`config.mk`:
```
export PLATFORM = sky130hd
export DESIGN_NAME = gffrc_ctrl
export DESIGN_NICKNAME = d
export VERILOG_FILES = /design/src/rtl/gffrc_pkg.sv /design/src/rtl/gffrc_ctrl.sv
export SDC_FILE = /design/constraint.sdc
export NUM_CORES = 1
export LEC_CHECK = 0
export ABC_AREA = 0
export CAP_MARGIN = 20
export CELL_PAD_IN_SITES_DETAIL_PLACEMENT = 0
export CELL_PAD_IN_SITES_GLOBAL_PLACEMENT = 2
export CORE_UTILIZATION = 36
export DETAILED_ROUTE_END_ITERATION = 16
export DONT_BUFFER_PORTS = 1
export PLACE_DENSITY = 0.82
export SYNTH_ARGS = -nofsm -noshare
export SYNTH_HDL_FRONTEND = slang
export SYNTH_SLANG_ARGS = --single-unit
```
`constraint.sdc`:
```
create_clock -name clk -period 2.4 [get_ports clk]
set_input_delay 0.12 -clock clk [delete_from_list [all_inputs] [get_ports clk]]
set_output_delay 0.12 -clock clk [all_outputs]
set_load 0.1 [all_outputs]
```
`src/rtl/gffrc_pkg.sv`:
```
// Shared constants, codes and types for the grid flood-fill reach checker.
`timescale 1ns / 1ps
`default_nettype none

package gffrc_pkg;

    localparam int MAX_ROWS  = 64;
    localparam int MAX_COLS  = 64;
    localparam int CELLS     = MAX_ROWS * MAX_COLS;
    localparam int ADDR_W    = $clog2(CELLS);
    localparam int LOAD_W    = ADDR_W + 1;
    localparam int ROW_W     = $clog2(MAX_ROWS);
    localparam int COL_W     = $clog2(MAX_COLS);
    localparam int STACK_W   = ROW_W + COL_W;
    localparam int DIM_W     = 7;
    localparam int CNT_W     = 13;
    localparam int KIND_W    = 3;
    localparam int REG_IDX_W = 3;

    localparam logic [CNT_W-1:0] CNT_MAX = {CNT_W{1'b1}};

    localparam logic [KIND_W-1:0] KIND_FLOOR   = 3'd1;
    localparam logic [KIND_W-1:0] KIND_COLLECT = 3'd2;
    localparam logic [KIND_W-1:0] KIND_EXIT    = 3'd3;
    localparam logic [KIND_W-1:0] KIND_PLAYER  = 3'd4;
    localparam logic [KIND_W-1:0] KIND_VISITED = 3'd7;

    localparam logic [REG_IDX_W-1:0] REG_ROWS        = 3'd0;
    localparam logic [REG_IDX_W-1:0] REG_COLS        = 3'd1;
    localparam logic [REG_IDX_W-1:0] REG_TOT_COLLECT = 3'd2;
    localparam logic [REG_IDX_W-1:0] REG_TOT_EXITS   = 3'd3;
    localparam logic [REG_IDX_W-1:0] REG_TOT_PLAYERS = 3'd4;

    typedef struct packed {
        logic [KIND_W-1:0] cell_kind;
        logic              last_cell;
    } gffrc_item_t;

    typedef struct packed {
        logic             path_valid;
        logic [CNT_W-1:0] reached_collectibles;
        logic [CNT_W-1:0] reached_exits;
        logic [CNT_W-1:0] reached_players;
    } gffrc_result_t;

    typedef enum logic [3:0] {
        OP_NONE,
        OP_LOAD,
        OP_DIV,
        OP_SEED,
        OP_ADDR,
        OP_READ,
        OP_MARK,
        OP_POP,
        OP_TAKE,
        OP_NBR,
        OP_FINISH
    } gffrc_op_t;

    typedef enum logic [1:0] {
        NBR_LEFT,
        NBR_RIGHT,
        NBR_UP,
        NBR_DOWN
    } gffrc_nbr_t;

    typedef struct packed {
        gffrc_op_t  op;
        gffrc_nbr_t nbr;
    } gffrc_cmd_t;

    typedef struct packed {
        logic div_done;
        logic idx_ok;
        logic sp_zero;
    } gffrc_status_t;

endpackage

`default_nettype wire

```
`src/rtl/gffrc_ctrl.sv`:
```
// Sequencer for loading, start-position recovery and the stack-driven fill.
`timescale 1ns / 1ps
`default_nettype none

module gffrc_ctrl import gffrc_pkg::*; (
    input  logic          clk,
    input  logic          rst_n,
    input  logic          start,
    input  logic          last_cell,
    input  gffrc_status_t status,
    output gffrc_cmd_t    cmd,
    output logic          busy,
    output logic          done
);

    typedef enum logic [3:0] {
        S_IDLE,
        S_DIV_GO,
        S_DIV_WAIT,
        S_SEED,
        S_ADDR,
        S_READ,
        S_MARK,
        S_POP,
        S_TAKE,
        S_NBR,
        S_DONE
    } state_t;

    state_t     state_reg, state_next;
    gffrc_nbr_t nbr_reg, nbr_next;
    logic       seed_reg, seed_next;
    state_t     after_visit;

    // After a visit: the seed and the last (down) neighbour go to the stack pop, others move on
    always_comb
    begin
        after_visit = (seed_reg || nbr_reg == NBR_DOWN) ? S_POP : S_NBR;
    end

    always_comb
    begin
        state_next = state_reg;
        nbr_next   = nbr_reg;
        seed_next  = seed_reg;
        cmd.op     = OP_NONE;
        cmd.nbr    = nbr_reg;
        case (state_reg)
            S_IDLE:
            begin
                if (start)
                begin
                    cmd.op = OP_LOAD;
                    if (last_cell)
                    begin
                        state_next = S_DIV_GO;
                    end
                end
            end
            S_DIV_GO:
            begin
                cmd.op     = OP_DIV;
                state_next = S_DIV_WAIT;
            end
            S_DIV_WAIT:
            begin
                if (status.div_done)
                begin
                    state_next = S_SEED;
                end
            end
            S_SEED:
            begin
                cmd.op     = OP_SEED;
                seed_next  = 1'b1;
                state_next = S_ADDR;
            end
            S_ADDR:
            begin
                cmd.op     = OP_ADDR;
                state_next = S_READ;
            end
            S_READ:
            begin
                if (status.idx_ok)
                begin
                    cmd.op     = OP_READ;
                    state_next = S_MARK;
                end
                else
                begin
                    state_next = after_visit;
                    if (!seed_reg)
                    begin
                        nbr_next = gffrc_nbr_t'(nbr_reg + 2'd1);
                    end
                end
            end
            S_MARK:
            begin
                cmd.op     = OP_MARK;
                state_next = after_visit;
                if (!seed_reg)
                begin
                    nbr_next = gffrc_nbr_t'(nbr_reg + 2'd1);
                end
            end
            S_POP:
            begin
                if (status.sp_zero)
                begin
                    state_next = S_DONE;
                end
                else
                begin
                    cmd.op     = OP_POP;
                    state_next = S_TAKE;
                end
            end
            S_TAKE:
            begin
                cmd.op     = OP_TAKE;
                seed_next  = 1'b0;
                nbr_next   = NBR_LEFT;
                state_next = S_NBR;
            end
            S_NBR:
            begin
                cmd.op     = OP_NBR;
                state_next = S_ADDR;
            end
            S_DONE:
            begin
                cmd.op     = OP_FINISH;
                state_next = S_IDLE;
            end
            default:
            begin
                state_next = S_IDLE;
            end
        endcase
    end

    always_ff @(posedge clk or negedge rst_n)
    begin
        if (!rst_n)
        begin
            state_reg <= S_IDLE;
            nbr_reg   <= NBR_LEFT;
            seed_reg  <= 1'b0;
        end
        else
        begin
            state_reg <= state_next;
            nbr_reg   <= nbr_next;
            seed_reg  <= seed_next;
        end
    end

    assign busy = (state_reg != S_IDLE);
    assign done = (state_reg == S_DONE);

endmodule

`default_nettype wire

```
==> out/qor.yml, run 1 <==
floorplanning:
  core_mm2: 0.001366
  die_h_um: 41.33
  die_w_um: 41.33
  pin_count: 15
  initial_utilization_pct: 40.75
  die-area_mm2: 0.001708
  rows: 13
critical_path:
  crit_path_max_fanout: 18
  setup.worst_path.start: "state_reg[0]"
  cp-endpoint: "cmd[2]"
  r2r_start: "state_reg[2]"
  critPathCaptureType: "output port"
  rrSetupSlack_ns: 0.65
  reg2regPathDepth: 4
  crit_type: "flop to output port"
  start_kind: "flop"
  worstPathArrival_ns: 1.96
  worstPathRequired_ns: 2.28
  r2r-end: "nbr_reg[1]"
sta:
  timing.hold.ws_ns: 0.06632
  worst-slew-pin-transition_ns: 0.6766
  period_share_pct: 86.79
  clock_skew_ns: 0.001031
  fmax_ghz: 0.4801
  finalHoldViolations: 0
  grt_setup_unrepaired: "no"
  relSlewSlack_pct: 54.89
  fin_crit_ns: 2.083
  report.final.slew_viol_count: 0
  tns_ns: 0
  setup_viol: 0
clock_tree:
  cts.clk_slew.worst_paths_ns: 0.05
  ctsHtreeMaxLevel: 1
  clockRootBuffer: "clkbuf_4"
  clk_latency_ns: 0.25
  cts-buffers-inserted: 3
  clock_sinks: 7
  cts_resized: 0
  cts_buffer_depth: 2
  cts_tree: "built"
global_route:
  antenna_found_initial: 0
  grt_pass1_wl_um: 1794
  grt.overflow.total: 0
  grt_max_degree: 21
  track_usage_pct: 16.15
  grt_pass1_vias: 427
synth:
  ys_types: 35
  synth_top_area_share_pct: 31.46
  async_flop_share_pct: 100.0
  ys_seq_area_share_pct: 31.46
  syn_area_per_cell_um2: 8.700
  synthCells: 64
  ys_ff_latch: 7
  synth_top_area_cell: "dfrtp_1"
  synthesis.area_um2: 556.8
  ys_top_cells_by_count: "a21oi_1, dfrtp_1, nor2_1"
  synth.net_count: 72
  synthMostInstantiatedCell: "a21oi_1"
  ys_warn_count: 0
  synthTopCellsByArea: "dfrtp_1, a21oi_1, mux2_1"
  synth_edf_count: 0
  synth_flop_cell: "dfrtp_1"
route:
  dr.pass1.iters: 4
  num_vias: 493
  viasPerCell: 5.733
  drcViolationCount: 0
  drtAntennaViolNets: 0
  drt_wl_total_um: 1176
  drt-initial-drc-count: 13
  routedWlPerCell_um: 13.67
placed_design:
  gp_congestion: 0.7277
  port_buffers: 0
  hpwl_um: 876.2
layout:
  largest_reg_flops: 4
  drive_gt1_share_pct: 28.17
  num_antenna_cells: 0
  areaGrowthSynthToFinish_pct: 21.57
  final_nets: 80
run:
  max-cap-violations: 0
run_status:
  status: "completed"
min_path:
  min_path_type: "input port to flop"
-- worst min-delay path by stage --
stage                         start            to  depth (start not counted)
final                     status[1]  state_reg[0]                          2
after global routing      status[1]  state_reg[0]                          2
after CTS                 status[1]  state_reg[0]                          2
after detailed placement      rst_n    nbr_reg[0]                          0
after global placement        rst_n    nbr_reg[1]                          0
after floorplan               rst_n    nbr_reg[0]                          0
-- through the flow --
| stage | setup slack, ns | std cells | cell area (um2) | util [%] |
|---|---|---|---|---|
| 3_3_place_gp | 0.6078 | 81 | 640.6 | 46.89 |
| 4_1_cts | 0.3104 | 86 | 676.9 | 49.54 |
| 5_1_grt | 0.1994 | 86 | 676.9 | 49.54 |
| 3_5_place_dp | 0.5892 | 81 | 640.6 | 46.89 |
| 2_1_floorplan | 0.1705 | 64 | 575.6 | - |
| 6_report | 0.3170 | 86 | 676.9 | 49.54 |
-- routing by layer --
layer	vias to the layer above	global-route usage (%)	wire, um
met1	223	21.57	574
met4	0	4.839	13
met2	15	26.17	543
li1	253	-	-
met5	-	0	0
met3	2	3.191	44
-- what timing repair did --
item / in CTS / in global routing
setup buffers: 0 / 0
hold buffers: 1 / 0
hold endpoints to repair: 7 / 0
setup endpoints to repair: 0 / 0
-- logic make-up after synthesis --
group,share of synthesized area [%]
adders and majority gates,2.247
muxes,7.865
DFF,31.46
buffers and inverters,7.416
AOI/OAI and AO/OA,23.60
and+or+nand+nor,25.85
xor gates and xnor gates,1.573
-- layout make-up --
| cell class | instances | area (um2) |
|---|---|---|
| timing repair buffer | 9 | 82.58 |
| tap | 15 | 18.77 |
| sequential | 7 | 175.2 |
| clock buffer | 4 | 26.28 |
| multi-input combinational | 49 | 366.6 |
| fill | 147 | 689.4 |
| inverter | 2 | 7.507 |
-- cell usage in the layout (no fill, tap or decap), drive strengths merged, types with 2 or more instances in the layout --
master,count
nor3,4
inv,2
mux2,3
nor2,6
o22ai,2
dfrtp,7
a21oi,8
buf,8
a31oi,2
clkbuf,4
nor2b,3
nand2,2
or3b,2
-- critical path, cell delays in order (launching register included) --
cell and delay, ns:
dfrtp_1 0.58, or3b_1 0.45, a21oi_1 0.12, a31oi_1 0.07
o22ai_2 0.18, buf_4 0.31
Power of run 1 is left out: the tool's default activity adds up to more than one toggle a clock period on the data nets, which glitch-free logic cannot reach.
==> run 2: changes to the inputs <==
Settings changed: CORE_MARGIN set to 2.
==> run 2 against run 1 <==
Against the previous run: routed wire length up 7.6%; largest cell class unchanged; via count up 0.41%; die area up 9.9%; fmax down 0.99%.
==> out/qor.yml, run 2 (same netlist as run 1, synthesis figures left out) <==
sta:
  setup_ws_ns: 0.2963  # -0.02075 ns
  setup_viol: 0  # unchanged
  finalHoldViolations: 0  # unchanged
  grt_setup_unrepaired: "no"
  period_share_pct: 87.65  # +0.86 points
  fmax_ghz: 0.4754  # -0.99%
  clock_skew_ns: 0.001765  # +0.0007341 ns
  fin_crit_ns: 2.104  # +0.02075 ns
  worst-slew-pin-transition_ns: 0.6989  # +0.02222 ns
  report.final.slew_viol_count: 0  # unchanged
  tns_ns: 0  # unchanged
  relSlewSlack_pct: 53.41  # -1.5 points
route:
  dr.pass1.iters: 3  # -1
  drt_wl_total_um: 1265  # +7.6%
  drcViolationCount: 0  # unchanged
  num_vias: 495  # +0.41%
  viasPerCell: 5.690  # -0.75%
  drtAntennaViolNets: 0  # unchanged
  routedWlPerCell_um: 14.54  # +6.3%
  drt-initial-drc-count: 7  # -6
critical_path:
  critPathCaptureType: "output port"
  crit_path_max_fanout: 18  # unchanged
  critPathSlowestCell: "dfrtp_1"
  rrSetupSlack_ns: 0.60  # -0.05 ns
  worstPathRequired_ns: 2.28  # about the same
  worstPathArrival_ns: 1.98  # +0.02 ns
  max_stage_delay_ns: 0.59  # about the same
  crit_type: "flop to output port"
  path_cells: "or3b_1 > a21oi_1 > a31oi_1 > o22ai_2 > buf_4"
  start_kind: "flop"
run_status:
  status: "completed"
clock_tree:
  holdBufCountCts: 1  # unchanged
  cts_setup_buffers: 0  # unchanged
  clock_sinks: 7  # unchanged
  clk_latency_ns: 0.25  # about the same
  cts_buffer_depth: 2  # unchanged
  clockRootBuffer: "clkbuf_4"
  ctsHtreeMaxLevel: 1  # unchanged
  cts_resized: 0  # unchanged
  cts_tree: "built"
  cts.clk_slew.worst_paths_ns: 0.05  # about the same
  cts-buffers-inserted: 3  # unchanged
layout:
  seq_area_um2: 175.2  # unchanged
  final_cell_mix: "a21oi_1, dfrtp_1, buf_4, nor2_1"
  final_nets: 80  # unchanged
  drive_gt1_share_pct: 28.17  # unchanged
  multi_input_area_um2: 366.6  # unchanged
  largest_reg_flops: 4  # unchanged
  areaGrowthSynthToFinish_pct: 21.80
  fillCellCount: 168  # +14%
  fin_area_um2: 678.2  # +0.18%
  num_antenna_cells: 0  # unchanged
floorplanning:
  die-area_mm2: 0.001877  # +9.9%
  core_mm2: 0.001471  # +7.7%
  pin_count: 15  # unchanged
  rows: 14  # +1
  initial_utilization_pct: 37.84  # -2.9 points
  die_h_um: 43.33  # +4.8%
  die_w_um: 43.33  # +4.8%
placed_design:
  port_buffers: 0  # unchanged
  gp_congestion: 0.7053  # -3.1%
  placed_cell_area_um2: 641.9  # +0.20%
  pre_cts_slack_ns: 0.5707  # -0.01848 ns
  hpwl_um: 930.8  # +6.2%
min_path:
  min_path_type: "input port to flop"
global_route:
  track_usage_pct: 15.43  # -0.72 points
  antenna_found_initial: 0  # unchanged
  grt_pass1_vias: 492  # +15%
  grt_max_degree: 21  # unchanged
  grt.overflow.total: 0  # unchanged
  grt_pass1_wl_um: 2152  # +20%
run:
  max-cap-violations: 0  # unchanged
==> run 2: stage by stage <==
stage / cells / hold slack [ns] / util (%)
floorplan: 64 / -0.1756 / -
global placement: 82 / -0.1754 / 43.62
detailed placement: 82 / -0.1754 / 43.62
CTS: 87 / 0.07346 / 46.09
global route: 87 / 0.08980 / 46.09
finish: 87 / 0.08276 / 46.09
==> run 2: area by class of cell <==
class | count | area share [%]
multi-input combinational | 49 | 54.06
sequential | 7 | 25.83
timing repair buffer | 9 | 12.18
clock buffer | 4 | 3.875
tap | 16 | 2.952
inverter | 2 | 1.107
==> run 2: critical path, delay by kind of cell (launching register included) <==
kind | cells | cell delay, ns
AND/OR/NAND/NOR | 1 | 0.46
flip-flops | 1 | 0.59
AO/OA/AOI/OAI | 3 | 0.38
buffers and inverters | 1 | 0.31
==> run 2: worst paths after layout <==
kind / cells past startpoint / start / to
max: 5 / state_reg[0] / cmd[2]
min: 2 / status[1] / state_reg[0]
max reg2reg: 4 / state_reg[2] / nbr_reg[1]
min reg2reg: 2 / seed_reg / seed_reg
max in group asynchronous: 1 / rst_n / state_reg[0]
min in group asynchronous: 1 / rst_n / nbr_reg[1]
==> run 2: metal layers <==
metal	vias up	GRT usage (%)	share of wire [%]
met5	-	0	0
met4	0	3.636	0
met2	11	22.69	50
met1	237	21.22	46
met3	0	6.383	3.7
li1	247	-	-
Power of run 2 is left out for the same reason.
==> run 3: changes to the inputs <==
Settings changed: BUFFER_PORTS_ARGS set to -buffer_cell sky130_fd_sc_hd__clkbuf_2, CORE_UTILIZATION 36 to 31, DONT_BUFFER_PORTS 1 to not set, PLACE_DENSITY 0.82 to 0.85, SLEW_MARGIN set to 30.
==> run 3 against run 2 <==
Against the previous run: final cell count up 18%; critical endpoint unchanged; core utilization fell by 5.9 points; largest cell class unchanged; first-iteration DRC count is 71% higher.
==> out/qor.yml, run 3 (same netlist as run 1, synthesis figures left out) <==
run_status:
  status: "completed"
layout:
  final_nets: 87  # +8.8%
  num_antenna_cells: 0  # unchanged
  areaGrowthSynthToFinish_pct: 23.37
  seq_area_um2: 175.2  # unchanged
  fillCellCount: 180  # +7.1%
  final_cell_mix: "clkbuf_2, a21oi_1, dfrtp_1, nor2_1"
  layout.cells.most_common: "clkbuf_2"
  multi_input_area_um2: 359.1  # -2.0%
  largest_reg_flops: 4  # unchanged
  drive_gt1_share_pct: 34.62  # +6.4 points
clock_tree:
  ctsHtreeMaxLevel: 1  # unchanged
  cts_resized: 0  # unchanged
  cts_buffer_depth: 2  # unchanged
  cts-buffers-inserted: 3  # unchanged
  cts_setup_buffers: 0  # unchanged
  clock_sinks: 7  # unchanged
  clk_latency_ns: 0.25  # about the same
  clockRootBuffer: "clkbuf_4"
  cts_tree: "built"
  holdBufCountCts: 1  # unchanged
  cts.clk_slew.worst_paths_ns: 0.05  # about the same
critical_path:
  critPathSlowestCell: "dfrtp_1"
  rrSetupSlack_ns: 0.62  # +0.02 ns
  max_stage_delay_ns: 0.49  # -0.10 ns
  crit_path_max_fanout: 12  # -6
  critPathCaptureType: "output port"
  reg2regPathDepth: 4  # unchanged
  path_cells: "or3b_1 > a21oi_1 > a31oi_1 > o22ai_2 > clkbuf_2"
  crit_type: "flop to output port"
  r2r_start: "state_reg[2]"
  worstPathArrival_ns: 1.98  # about the same
  r2r-end: "nbr_reg[1]"
  worstPathRequired_ns: 2.28  # about the same
  start_kind: "flop"
route:
  num_vias: 527  # +6.5%
  viasPerCell: 5.117  # -10%
  drtAntennaViolNets: 0  # unchanged
  routedWlPerCell_um: 11.71  # -19%
  drcViolationCount: 0  # unchanged
  drt-initial-drc-count: 12  # +5
  dr.pass1.iters: 4  # +1
  drt_wl_total_um: 1206  # -4.7%
placed_design:
  port_buffers: 14  # +14
  gp_congestion: 0.7272  # +3.1%
  hpwl_um: 886.5  # -4.8%
sta:
  fmax_ghz: 0.4763  # +0.21%
  grt_setup_unrepaired: "no"
  tns_ns: 0  # unchanged
  report.final.slew_viol_count: 0  # unchanged
  clock_skew_ns: 0.006706  # +0.004941 ns
  setup_viol: 0  # unchanged
  finalHoldViolations: 0  # unchanged
  relSlewSlack_pct: 55.00  # +1.6 points
  worst-slew-pin-transition_ns: 0.6750  # -0.02384 ns
  period_share_pct: 87.47  # -0.18 points
  fin_crit_ns: 2.099  # -0.004393 ns
min_path:
  worstHoldEndpoint: "state_reg[0]"
  min_path_type: "input port to flop"
  hold_depth: 3  # +1
  hold_start: "last_cell"
floorplanning:
  initial_utilization_pct: 32.60  # -5.2 points
  die_w_um: 46.38  # +7.1%
  core_mm2: 0.001708  # +16%
  rows: 15  # +1
  die-area_mm2: 0.002151  # +15%
  die_h_um: 46.38  # +7.1%
  pin_count: 15  # unchanged
global_route:
  grt.overflow.total: 0  # unchanged
  antenna_found_initial: 0  # unchanged
  grt_pass1_wl_um: 2042  # -5.1%
  track_usage_pct: 13.38  # -2.1 points
  grt_max_degree: 21  # unchanged
  grt_pass1_vias: 470  # -4.5%
run:
  max-cap-violations: 0  # unchanged
-- run 3: final cells by class --
type	count	area share, %
multi-input combinational	49	52.28
sequential	7	25.50
timing repair buffer	16	12.75
tap	25	4.554
inverter	2	1.093
clock buffer	4	3.825
-- run 3: how the worst max path moves through the flow --
stage            startpoint      to  slack [ns]  depth (start not counted)
3_3_place_gp   state_reg[3]  cmd[2]        0.59                          5
2_1_floorplan  state_reg[2]  cmd[3]        0.17                          4
4_1_cts        state_reg[3]  cmd[2]        0.28                          5
3_5_place_dp   state_reg[3]  cmd[2]        0.55                          5
6_report       state_reg[3]  cmd[2]        0.30                          5
5_1_grt        state_reg[3]  cmd[2]        0.17                          5
-- run 3: critical path: cells and delay by family, from the launching register on --
kind,cells,cell delay [ns]
buf+inv,1,0.47
compound gates,3,0.37
flops,1,0.49
simple gates,1,0.40
-- run 3: per-layer routing --
| layer | vias up | share of wire, % | GRT usage [%] |
|---|---|---|---|
| li1 | 269 | - | - |
| met1 | 239 | 48 | 19.71 |
| met2 | 17 | 46 | 17.78 |
| met3 | 2 | 3.7 | 5.098 |
| met4 | 0 | 1.3 | 4.000 |
| met5 | - | 0 | 0 |
-- run 3: through the flow --
stage	util [%]	cell area [um2]	worst slack, ns	cells	hold WS [ns]
3_5_place_dp	38.10	650.6	0.5501	98	-0.03343
6_report	40.22	686.9	0.3007	103	0.1673
2_1_floorplan	-	575.6	0.1705	64	-0.1756
5_1_grt	40.22	686.9	0.1699	103	0.1909
4_1_cts	40.22	686.9	0.2798	103	0.1769
3_3_place_gp	38.10	650.6	0.5912	98	-0.03312
Power of run 3 is left out for the same reason.
